===== src/hw/rtl/sha1bs_pkg.sv =====
`timescale 1ns / 1ps
// shared types and constants of the sha-1 byte stream hasher
// no dependencies; used by sha1bs_round and sha1_byte_stream_hasher_core

package sha1bs_pkg;

    typedef logic [31:0] t_word;

    // working variables a..e of one compression
    typedef struct packed {
        t_word a;
        t_word b;
        t_word c;
        t_word d;
        t_word e;
    } t_vars;

    localparam int NUM_WORDS   = 16;
    localparam int NUM_HASH    = 5;
    localparam int NUM_ROUNDS  = 80;

    // initial chaining words h0..h4
    localparam t_word H_INIT [NUM_HASH] = '{
        32'h67452301, 32'hefcdab89, 32'h98badcfe, 32'h10325476, 32'hc3d2e1f0
    };

    // round constants, one per group of twenty rounds
    localparam t_word K_TABLE [4] = '{
        32'h5a827999, 32'h6ed9eba1, 32'h8f1bbcdc, 32'hca62c1d6
    };

    localparam logic [7:0] PAD_MARK = 8'h80;
    localparam logic [5:0] LEN_POS  = 6'd56;
    localparam logic [5:0] LAST_POS = 6'd63;
    localparam logic [2:0] LAST_IDX = 3'd4;
    localparam logic [6:0] LAST_ROUND = 7'(NUM_ROUNDS - 1);

endpackage


===== src/hw/rtl/sha1bs_round.sv =====
`timescale 1ns / 1ps
// one sha-1 compression round: round function, constant select and the five-way add
// depends on sha1bs_pkg

module sha1bs_round (
    input  sha1bs_pkg::t_vars  i_vars,
    input  sha1bs_pkg::t_word  i_wt,
    input  logic [6:0]         i_round,
    output sha1bs_pkg::t_vars  o_vars
);
    import sha1bs_pkg::*;

    logic [1:0] phase;
    t_word      f;
    t_word      t;

    always_comb begin
        if (i_round < 7'd20) begin
            phase = 2'd0;
        end else if (i_round < 7'd40) begin
            phase = 2'd1;
        end else if (i_round < 7'd60) begin
            phase = 2'd2;
        end else begin
            phase = 2'd3;
        end
    end

    always_comb begin
        case (phase)
            2'd0:    f = (i_vars.b & i_vars.c) | (~i_vars.b & i_vars.d);
            2'd2:    f = (i_vars.b & i_vars.c) | (i_vars.b & i_vars.d)
                         | (i_vars.c & i_vars.d);
            default: f = i_vars.b ^ i_vars.c ^ i_vars.d;
        endcase
    end

    assign t = {i_vars.a[26:0], i_vars.a[31:27]} + f + i_vars.e + K_TABLE[phase] + i_wt;

    assign o_vars.a = t;
    assign o_vars.b = i_vars.a;
    assign o_vars.c = {i_vars.b[1:0], i_vars.b[31:2]};
    assign o_vars.d = i_vars.c;
    assign o_vars.e = i_vars.d;

endmodule


===== src/hw/rtl/sha1_byte_stream_hasher_core.sv =====
`timescale 1ns / 1ps
// sha-1 byte stream hasher, top level: byte packing, padding, round sequencer, digest output
// depends on sha1bs_pkg and sha1bs_round
//
// input channel: one transfer per item (i_msg_byte, i_has_byte, i_end_of_message),
//   taken when i_in_valid is high and o_in_stall is low
// output channel: five transfers per message, digest words h0..h4 in order,
//   o_last_word marks h4; the receiver holds them back with i_out_stall
// input rate: message bytes are taken one per cycle while the block is idle; the byte that
//   fills a 64-byte block starts a compression of 80 rounds followed by the chaining add,
//   all rounds running through the single round unit
// end of message: padding bytes are generated one per cycle up to the block end
//   (one or two blocks), each block compressed as above, then the five digest words
//   follow one per cycle while i_out_stall is low
// the input is stalled during compression, padding and digest output
// a stalled output word stays put; after h4 is taken the block reloads the initial
//   chaining words, clears the bit count and takes the next message at byte position 0
// reset (synchronous, active low) returns the block to the idle state with the
//   initial chaining words loaded and nothing pending

module sha1_byte_stream_hasher_core (
    input  logic        i_clk,
    input  logic        i_rst_n,
    input  logic        i_in_valid,
    output logic        o_in_stall,
    input  logic [7:0]  i_msg_byte,
    input  logic        i_has_byte,
    input  logic        i_end_of_message,
    output logic        o_out_valid,
    input  logic        i_out_stall,
    output logic [31:0] o_digest_word,
    output logic [2:0]  o_word_index,
    output logic        o_last_word
);
    import sha1bs_pkg::*;

    localparam logic [2:0] ST_IDLE  = 3'd0;
    localparam logic [2:0] ST_PAD   = 3'd1;
    localparam logic [2:0] ST_ROUND = 3'd2;
    localparam logic [2:0] ST_ADD   = 3'd3;
    localparam logic [2:0] ST_OUT   = 3'd4;

    // control state
    logic [2:0]  r_state, n_state;
    logic [5:0]  r_pos, n_pos;          // byte position in the current block
    logic [60:0] r_cnt, n_cnt;          // message byte count, bit count is cnt * 8
    logic [6:0]  r_round, n_round;
    logic        r_pad, n_pad;          // message ended, padding in progress
    logic        r_first, n_first;      // next pad byte is the 0x80 marker
    logic        r_len_blk, n_len_blk;  // current block carries the length
    logic        r_final, n_final;      // compression running on the last block
    logic [2:0]  r_out_idx, n_out_idx;

    // datapath
    t_word       r_h [NUM_HASH];
    t_word       n_h [NUM_HASH];
    t_vars       r_vars, n_vars;
    t_word       r_w [NUM_WORDS];       // message schedule window
    t_word       n_w [NUM_WORDS];
    logic [23:0] r_acc, n_acc;          // bytes of the word being packed

    t_vars       round_vars;
    t_word       sched_mix;
    t_word       sched_word;
    logic [63:0] len_bits;
    logic [7:0]  pad_byte;
    logic        put_en;
    logic [7:0]  put_val;
    logic        in_xfer;
    logic        out_xfer;

    assign in_xfer  = i_in_valid && !o_in_stall;
    assign out_xfer = o_out_valid && !i_out_stall;

    sha1bs_round u_round (
        .i_vars  (r_vars),
        .i_wt    (r_w[0]),
        .i_round (r_round),
        .o_vars  (round_vars)
    );

    // next schedule word from fixed taps of the window
    assign sched_mix  = r_w[13] ^ r_w[8] ^ r_w[2] ^ r_w[0];
    assign sched_word = {sched_mix[30:0], sched_mix[31]};

    assign len_bits = {r_cnt, 3'b000};

    // marker, zero fill, then the big-endian bit length in the last eight bytes
    always_comb begin
        if (r_first) begin
            pad_byte = PAD_MARK;
        end else if (r_len_blk && (r_pos >= LEN_POS)) begin
            pad_byte = len_bits[{~r_pos[2:0], 3'b000} +: 8];
        end else begin
            pad_byte = 8'h00;
        end
    end

    always_comb begin
        n_state   = r_state;
        n_pos     = r_pos;
        n_cnt     = r_cnt;
        n_round   = r_round;
        n_pad     = r_pad;
        n_first   = r_first;
        n_len_blk = r_len_blk;
        n_final   = r_final;
        n_out_idx = r_out_idx;
        n_h       = r_h;
        n_vars    = r_vars;
        n_w       = r_w;
        n_acc     = r_acc;
        put_en    = 1'b0;
        put_val   = pad_byte;

        unique case (r_state)
            ST_IDLE: begin
                if (in_xfer) begin
                    if (i_has_byte) begin
                        put_en  = 1'b1;
                        put_val = i_msg_byte;
                        n_cnt   = r_cnt + 61'd1;
                    end
                    if (i_end_of_message) begin
                        n_pad   = 1'b1;
                        n_first = 1'b1;
                    end
                    if (i_has_byte && (r_pos == LAST_POS)) begin
                        n_state = ST_ROUND;
                    end else if (i_end_of_message) begin
                        n_state = ST_PAD;
                    end
                end
            end
            ST_PAD: begin
                put_en  = 1'b1;
                n_first = 1'b0;
                if (r_first && (r_pos < LEN_POS)) begin
                    n_len_blk = 1'b1;
                end
                if (r_pos == LAST_POS) begin
                    n_state = ST_ROUND;
                    if (r_len_blk) begin
                        n_final = 1'b1;
                    end else begin
                        // marker landed too late, length goes in the next block
                        n_len_blk = 1'b1;
                    end
                end
            end
            ST_ROUND: begin
                n_vars = round_vars;
                for (int i = 0; i < NUM_WORDS - 1; i++) begin
                    n_w[i] = r_w[i + 1];
                end
                n_w[NUM_WORDS - 1] = sched_word;
                if (r_round == LAST_ROUND) begin
                    n_round = 7'd0;
                    n_state = ST_ADD;
                end else begin
                    n_round = r_round + 7'd1;
                end
            end
            ST_ADD: begin
                n_h[0] = r_h[0] + r_vars.a;
                n_h[1] = r_h[1] + r_vars.b;
                n_h[2] = r_h[2] + r_vars.c;
                n_h[3] = r_h[3] + r_vars.d;
                n_h[4] = r_h[4] + r_vars.e;
                if (r_final) begin
                    n_state = ST_OUT;
                end else if (r_pad) begin
                    n_state = ST_PAD;
                end else begin
                    n_state = ST_IDLE;
                end
            end
            ST_OUT: begin
                if (out_xfer) begin
                    if (r_out_idx == LAST_IDX) begin
                        // digest delivered, start a fresh message
                        n_state   = ST_IDLE;
                        n_out_idx = 3'd0;
                        n_cnt     = '0;
                        n_pad     = 1'b0;
                        n_first   = 1'b0;
                        n_len_blk = 1'b0;
                        n_final   = 1'b0;
                        for (int i = 0; i < NUM_HASH; i++) begin
                            n_h[i] = H_INIT[i];
                        end
                    end else begin
                        n_out_idx = r_out_idx + 3'd1;
                        for (int i = 0; i < NUM_HASH - 1; i++) begin
                            n_h[i] = r_h[i + 1];
                        end
                    end
                end
            end
            default: begin
                n_state = ST_IDLE;
            end
        endcase

        // byte packing, big-endian, a full word enters the schedule window
        if (put_en) begin
            n_pos = r_pos + 6'd1;
            if (r_pos[1:0] == 2'd3) begin
                for (int i = 0; i < NUM_WORDS - 1; i++) begin
                    n_w[i] = r_w[i + 1];
                end
                n_w[NUM_WORDS - 1] = {r_acc, put_val};
            end else begin
                n_acc = {r_acc[15:0], put_val};
            end
            if (r_pos == LAST_POS) begin
                n_vars = {r_h[0], r_h[1], r_h[2], r_h[3], r_h[4]};
            end
        end
    end

    always_ff @(posedge i_clk) begin
        if (!i_rst_n) begin
            r_state   <= ST_IDLE;
            r_pos     <= '0;
            r_cnt     <= '0;
            r_round   <= '0;
            r_pad     <= 1'b0;
            r_first   <= 1'b0;
            r_len_blk <= 1'b0;
            r_final   <= 1'b0;
            r_out_idx <= '0;
            r_vars    <= '0;
            for (int i = 0; i < NUM_HASH; i++) begin
                r_h[i] <= H_INIT[i];
            end
        end else begin
            r_state   <= n_state;
            r_pos     <= n_pos;
            r_cnt     <= n_cnt;
            r_round   <= n_round;
            r_pad     <= n_pad;
            r_first   <= n_first;
            r_len_blk <= n_len_blk;
            r_final   <= n_final;
            r_out_idx <= n_out_idx;
            r_vars    <= n_vars;
            r_h       <= n_h;
        end
    end

    // schedule window and packing word carry no reset
    always_ff @(posedge i_clk) begin
        r_w   <= n_w;
        r_acc <= n_acc;
    end

    assign o_in_stall    = (r_state != ST_IDLE);
    assign o_out_valid   = (r_state == ST_OUT);
    assign o_digest_word = r_h[0];
    assign o_word_index  = r_out_idx;
    assign o_last_word   = (r_out_idx == LAST_IDX);

`ifndef SYNTH
    // no input transfer while a digest is being delivered
    a_out_blocks_in: assert property (@(posedge i_clk) disable iff (!i_rst_n)
        o_out_valid |-> o_in_stall)
        else $error("input open during digest output");

    // digest output only on a block boundary
    a_out_aligned: assert property (@(posedge i_clk) disable iff (!i_rst_n)
        o_out_valid |-> (r_pos == 6'd0) && (o_word_index <= LAST_IDX))
        else $error("digest output off a block boundary");

    // round counter only moves during compression
    a_round_idle: assert property (@(posedge i_clk) disable iff (!i_rst_n)
        (r_state != ST_ROUND) |-> (r_round == 7'd0))
        else $error("round counter active outside compression");

    // after the last word the chaining state is back at its start
    a_restart: assert property (@(posedge i_clk) disable iff (!i_rst_n)
        (out_xfer && o_last_word) |=> (r_h[0] == H_INIT[0]) && (r_cnt == '0)
            && !r_pad && !o_in_stall)
        else $error("message state not cleared after digest");

    // a length block is never compressed without the marker placed
    a_final_order: assert property (@(posedge i_clk) disable iff (!i_rst_n)
        r_final |-> (r_pad && r_len_blk && !r_first))
        else $error("final block flagged out of order");
`endif

endmodule

===== config.mk =====
export PLATFORM = sky130hd
export DESIGN_NAME = sha1_byte_stream_hasher_core
export DESIGN_NICKNAME = d
export VERILOG_FILES = /design/src/hw/rtl/sha1bs_pkg.sv /design/src/hw/rtl/sha1bs_round.sv /design/src/hw/rtl/sha1_byte_stream_hasher_core.sv
export SDC_FILE = /design/constraint.sdc
export NUM_CORES = 2
export LEC_CHECK = 0
export BUFFER_PORTS_ARGS = -buffer_cell sky130_fd_sc_hd__buf_2
export CAP_MARGIN = 20
export CORE_MARGIN = 2
export CORE_UTILIZATION = 30
export CTS_BUF_LIST = sky130_fd_sc_hd__clkbuf_16
export CTS_CLUSTER_DIAMETER = 80
export DETAILED_ROUTE_END_ITERATION = 8
export PLACE_DENSITY = 0.47
export SLEW_MARGIN = 20
export SYNTH_ARGS = -nofsm -noshare
export SYNTH_HDL_FRONTEND = slang
export SYNTH_SLANG_ARGS = --single-unit

===== constraint.sdc =====
create_clock -name i_clk -period 8.3 [get_ports i_clk]
set_input_delay 0.83 -clock i_clk [delete_from_list [all_inputs] [get_ports i_clk]]
set_output_delay 0.83 -clock i_clk [all_outputs]
set_load 0.03 [all_outputs]

== Yosys cells after proc, flatten, opt, wreduce, memory -nomap -nowiden ==
Cells that the tools add are included.
Storage, ports and cells
  memory bits (writable): 0
  output and inout port bits: 38
  memories: 0
  register bits: 940
  bits in latches: 0
  input bits: 14
  memory bits (read-only): 0
Operators by class
  bitwise logic cells: 16
  reduce and logical (&&, ||, !) cells: 24
  divide/modulo/power cells: 0
  $add $sub $neg: 13
  mux-type cells: 55
  equality and inequality tests: 18
  magnitude comparators: 6
  multipliers: 0
  shift-type cells: 1
Operator list (number)
  $mux 512: 3
  $mux 160: 4
  $pmux 160 s2: 1
  $add 32x32->32: 9
  $mux 61: 4
  $xor 32x32->32: 5
  $and 32x32->32: 4
  $mux 128: 1
  $pmux 61 s2: 1
  $mux 32: 3
  $or 32x32->32: 3
  $bmux 32 s2: 1
  $pmux 32 s2: 1
  $shiftx 64x7->8: 1
  $add 61x1->61 const B: 1
  $mux 8: 5
  $not 32->32: 1
  $mux 3: 9
  $reduce_and 5->1: 4
  $pmux 3 s5: 1
  $lt 7x6->1 const B: 2
  $mux 1: 13
  $ne 2x2->1 const B: 6
  $pmux 1 s2: 4
  30 further kinds: 46

== Longest topological paths before layout ==
  word-level depth: 13
  mapped depth: 24

== Cells and area by module ==
A second synthesis with hierarchy kept.
Unflattened totals
  cell total of the unflattened synthesis: 5419
  area total of the unflattened synthesis: 50230.7 µm²
By module, submodules not included
  sha1_byte_stream_hasher_core: instances 1, cells each 4524, area each 43241.5 µm², seq. area each 19058.3 µm²
  sha1bs_round: instances 1, cells each 895, area each 6989.2 µm², seq. area each 0.0 µm²

== Worst setup path after synthesis ==
OpenSTA, ideal clock, no wires.
  path kind: register -> register
  start: register r_round[4]
  end: register r_vars[157] (netlist name)
  library setup time: 0.131 ns
  required time: 8.169 ns
  stages on the path, launching flop included: 24
  setup slack: 2.739 ns
  data arrival time: 5.430 ns
  clock period less this slack: 5.561 ns
  cells stage by stage: dfxtp_1 -> clkbuf_1 -> nor2b_1 -> nor2b_1 -> a211oi_2 -> inv_2 -> clkbuf_1 -> nor2_1 -> inv_1 -> fa_1 -> inv_1 -> fa_1 -> inv_1 -> ha_1 -> buf_2 -> a21o_1 -> a211o_1 -> a211oi_1 -> a211oi_2 -> a2111oi_0 -> nor3_1 -> a21o_1 -> a2111oi_0 -> nor3_1
On the way
  word-level cells in the longest chain between the ends: 13
  elaborated cells on any way between the ends: 20
  classes of those cells: add/sub (4); order compare (3); eq/ne (1); mux (10); bitwise (1); reduce/logical (1)
RTL lines
  start, declared: line sha1_byte_stream_hasher_core.sv:47  | logic [6:0] r_round, n_round;
  start signal, assigned: line sha1_byte_stream_hasher_core.sv:241  | r_round <= n_round;
  $lt 7x6->1: line sha1bs_round.sv:22  | end else if (i_round < 7'd60) begin
  $mux 1: line sha1bs_round.sv:22
  $mux 2: line sha1bs_round.sv:20  | end else if (i_round < 7'd40) begin
  $mux 2 *: line sha1bs_round.sv:18  | if (i_round < 7'd20) begin
  $eq 2x2->1 (tied with other cells): line sha1bs_round.sv:30  | case (phase)
  $pmux 32 s2 or $bmux 32 s2 (tied branches): line sha1bs_round.sv:30, sha1bs_round.sv:38
  $add 32x32->32 or $mux 32 (tied branches) (2 in series): line sha1bs_round.sv:38  | assign t = {i_vars.a[26:0], i_vars.a[31:27]} + f + i_vars.e + K_TABLE[phase] + i_wt;
  $add 32x32->32 * (2 in series): line sha1bs_round.sv:38
  $mux 160 *: line sha1_byte_stream_hasher_core.sv:116  | unique case (r_state)
  $mux 160: line sha1_byte_stream_hasher_core.sv:216  | if (r_pos == LAST_POS) begin
  $mux 160 *: line sha1_byte_stream_hasher_core.sv:206  | if (put_en) begin
  end signal, assigned: line sha1_byte_stream_hasher_core.sv:247  | r_vars <= n_vars;
  end, declared: line sha1_byte_stream_hasher_core.sv:57  | t_vars r_vars, n_vars;
Every way passes the cells marked *; elsewhere a longest branch is shown, timed or not. The select of a mux whose other input is x is not followed.
A chain may end at the register's enable or synchronous reset.

== Worst setup path in the final report ==
Ends and elaborated chain as after synthesis.

==> results.tsv <==
stage	metric	value	unit
run_status	status	finished, final reports clean	
pwr	power_frac_seq	47.7	%
floorplan	rows	148	
drt	drc	0	
placement	place_area	51380	µm²
placement	place_ws	2.288	ns
clock_tree	clkTransAtPathRegs	0.06	ns
sta	fin_skew	0.04794	ns
drt	drt.antenna.violating_nets	0	
worst_setup_path	critPathCapture	r_vars[157]	
placement	place.gp.congestion	0.9244	
sta	max_slew.worst_pin.slew	1.028	ns
sta	finalSetupViolCount	0	
synthesis	synth.distinct_cells	98	
drt	vias	38360	
floorplan	start_util	30.24	%
drt	routed_wl	152000	µm
worst_setup_path	r2r_setup_slack	2.15	ns
pwr	power_frac_comb	8.0	%
sta	setup_tns	0	ns
worst_setup_path	r2r-end	r_vars[157]	
drt	dr.pass1.iters	5	
global_route	grt_max_degree	178	
synthesis	seq_area_frac_synth	38.72	%
placement	dp.final_hpwl	109300	µm
placement	portBuffers	51	
synthesis	synth_nets	5619	
global_route	grt_use_met1	24.60	%
sta	slew-limit-headroom	31.41	%
synthesis	yosysTopAreaCell	dfxtp_1	
worst_setup_path	cp-end-kind	flop	
clock_tree	cts_buffers	109	
floorplan	core-area	162800	µm²
synthesis	async_reset_ff_share	0	%
global_route	grt_pass1_vias	36540	
worst_setup_path	arrival	6.76	ns
clock_tree	cts_tree	built	
sta	hold_slack	0.4385	ns
global_route	grt.total_usage	17.76	%
pwr	p_sw	2712	µW
floorplan	die_y	409.0	µm
pwr	ir_drop	0.0001781	V
synthesis	ys_warn_count	0	
worst_setup_path	critPathMaxFanout	10	
synthesis	synth_flop_cell	dfxtp_1	
clock_tree	ctsHtreeMaxLevel	3	
sta	fmax	162.5	MHz
global_route	met2_usage	27.29	%
clock_tree	clk_latency	0.75	ns
worst_setup_path	rr_worst_depth	19	
drt	viasPerCell	5.155	
sta	fin_crit_sh	74.14	%
sta	drv_slew	0	
worst_setup_path	required	8.90	ns
synthesis	synth_top_cell_area_share	37.26	%
global_route	met3_usage	3.618	%
clock_tree	cts_resized	0	
pwr	power.density	198.3	nW/µm²
global_route	overflow	0	
clock_tree	cts.sinks	940	
pwr	p_int	8187	µW
final_layout	areaGrowthSynthToFinish	11.69	%
worst_setup_path	start_kind	flop	
min_path	hp-class	in2reg	
job	max-cap-violations	0	
synthesis	synth-seq-cells	940	
drt	wl_per_cell	20.43	µm
synthesis	synth_edf_count	24	
synthesis	syn_area_per_cell	9.316	µm²
pwr	switching_share	24.88	%
worst_setup_path	startpoint	r_round[4]	
pwr	power	10900	µW
worst_setup_path	crit_type	reg2reg	
floorplan	die-width	409.0	µm
synthesis	synthCells	5283	
sta	fin_ws	2.147	ns
synthesis	yosys-top-cells-area	dfxtp_1, mux2_2, ha_1	
final_layout	final.fill_count	16780	
pwr	power_leakage	0.02187	µW
global_route	antenna_found_initial	5	
clock_tree	clockRootBuffer	clkbuf_16	
final_layout	nets	5510	
worst_setup_path	timing.rr.start	r_round[4]	
sta	period_needed	6.153	ns
floorplan	io-pin-count	52	
global_route	grt_pass1_wl	229600	µm
clock_tree	post_cts_buffers	0	
final_layout	final_area	54970	µm²
synthesis	syn-cell-area	49220	µm²
sta	grt_setup_unrepaired	no	
floorplan	dieArea	167300	µm²
clock_tree	cts_buffer_depth	3	
drt	drtIter0Drc	2814	
final_layout	drive_gt1_share	15.20	%
global_route	grt_most_used_layer	met2	
clock_tree	cts_hold_buf	0	
sta	hold_viol_final	0	
pwr	p_clk_share	44.3	%
==> worst min-delay path by stage <==
stage          slack, ns        startpoint  cells after the start       to
6_report            0.44  i_end_of_message                      3  r_first
3_5_place_dp        0.44         r_acc[23]                      2  r_w[31]
4_1_cts             0.37  i_end_of_message                      3  r_first
5_1_grt             0.41  i_end_of_message                      3  r_first
2_1_floorplan       0.42         r_acc[16]                      2  r_w[24]
3_3_place_gp        0.43         r_acc[23]                      2  r_w[31]
==> worst max-delay path, cell delays in order, from the launching register on <==
cell	delay (ns)
dfxtp_1	0.54
nor2b_1	0.10
nor2b_1	0.17
a211oi_4	0.26
inv_2	0.06
nor2_1	0.74
inv_1	0.26
fa_1	0.56
inv_1	0.05
fa_1	0.47
inv_1	0.04
ha_1	0.31
a2111o_1	0.45
o211ai_1	0.33
a211oi_2	0.23
a2111oi_0	0.46
nor3_1	0.22
a21o_1	0.21
a2111oi_0	0.48
nor3_1	0.09
==> power groups by stage <==
stage          Sequential (µW)  Clock [µW]  Combinational, µW
6_report                  5200        4830                873
5_1_grt                   5260        5140                972
4_1_cts                   5210        4970                884
3_5_place_dp              5310           0                879
3_3_place_gp              5300           0                866
2_1_floorplan             5200           0                737
==> sequential cells by signal (all words and copies together), names as in the netlist <==
register / cells
r_w: 512
r_vars: 160
r_h: 128
r_cnt: 61
o_digest_word: 32
r_acc: 24
r_round: 7
r_pos: 6
o_word_index: 3
r_state: 3
r_final: 1
r_first: 1
r_len_blk: 1
r_pad: 1
==> synthesized netlist by cell type, drive strengths merged (26+ instances only) <==
library cell and instances:
o21ai 387, clkbuf 263, or3 70, nand3 107
a21o 97, and3 42, o211ai 155, ha 200
buf 55, fa 122, a31oi 31, inv 245
nor2b 31, xnor2 206, a211oi 49, a311oi 45
nor2 473, dfxtp 916, nand2b 26, mux2i 36
a21oi 264, o221ai 31, mux2 481, nor3 83
o21a 38, xor2 76, nand2 444
==> kinds of logic (layout without fill, tap and decap cells) <==
group                      Yosys count  after routing  synth area share [%]
buffers and inverters              567            548                 4.571
and+or+nand+nor                   1350           1350                 12.22
muxes                              530            530                 12.33
DFF                                940            940                 38.72
AOI/OAI and AO/OA                 1292           1292                 17.09
xor gates and xnor gates           282            282                 5.018
other                                0              2                     0
adders and majority gates          322            322                 10.05
==> metal layers <==
layer / share of wire [%] / wire (µm)
met1: 47 / 71030
met3: 6.3 / 9584
met5: 0.0072 / 11
met4: 3.5 / 5251
met2: 44 / 66170
==> cell usage in the layout, fill, tap and decap left out, drive strengths merged, types with 13 or more instances in the layout <==
| cell | Yosys | routed |
|---|---|---|
| mux2i | 36 | 36 |
| a221oi | 23 | 23 |
| mux2 | 481 | 481 |
| clkbuf | 263 | 110 |
| and2 | 13 | 13 |
| xnor2 | 206 | 206 |
| nand4 | 16 | 16 |
| nor2b | 31 | 31 |
| clkinv | 4 | 48 |
| nor2 | 473 | 473 |
| dfxtp | 916 | 916 |
| inv | 245 | 278 |
| o311ai | 24 | 24 |
| nor3 | 83 | 83 |
| o21a | 38 | 38 |
| a31oi | 31 | 31 |
| o22ai | 14 | 14 |
| o21ai | 387 | 387 |
| buf | 55 | 98 |
| or3 | 70 | 70 |
| o21bai | 18 | 18 |
| nand2b | 26 | 26 |
| a311oi | 45 | 45 |
| o221ai | 31 | 31 |
| nand2 | 444 | 444 |
| ha | 200 | 200 |
| and3 | 42 | 42 |
| o211ai | 155 | 155 |
| a22oi | 19 | 19 |
| nand3 | 107 | 107 |
| fa | 122 | 122 |
| mux4 | 13 | 13 |
| a21oi | 264 | 264 |
| xor2 | 76 | 76 |
| a211oi | 49 | 49 |
| a21o | 97 | 97 |
| edfxtp | 24 | 24 |
==> cell type report <==
class	instances	area, µm²	share of cell area [%]
flip-flops and latches	940	19060	34.67
inverters	249	943.4	1.716
clock inverters	91	837.1	1.523
clock buffers	110	2753	5.007
repair buffers	98	648.1	1.179
well taps	2175	2721	4.950
diodes	2	5.005	0.009104
multi-input cells	3776	28010	50.94
==> stage by stage <==
stage / instances / util (%)
2_1_floorplan: 5283 / -
3_3_place_gp: 7238 / 31.56
3_5_place_dp: 7238 / 31.56
4_1_cts: 7439 / 33.77
5_1_grt: 7439 / 33.77
6_report: 7441 / 33.77
No activity file was read; power rests on OpenSTA's default activity.
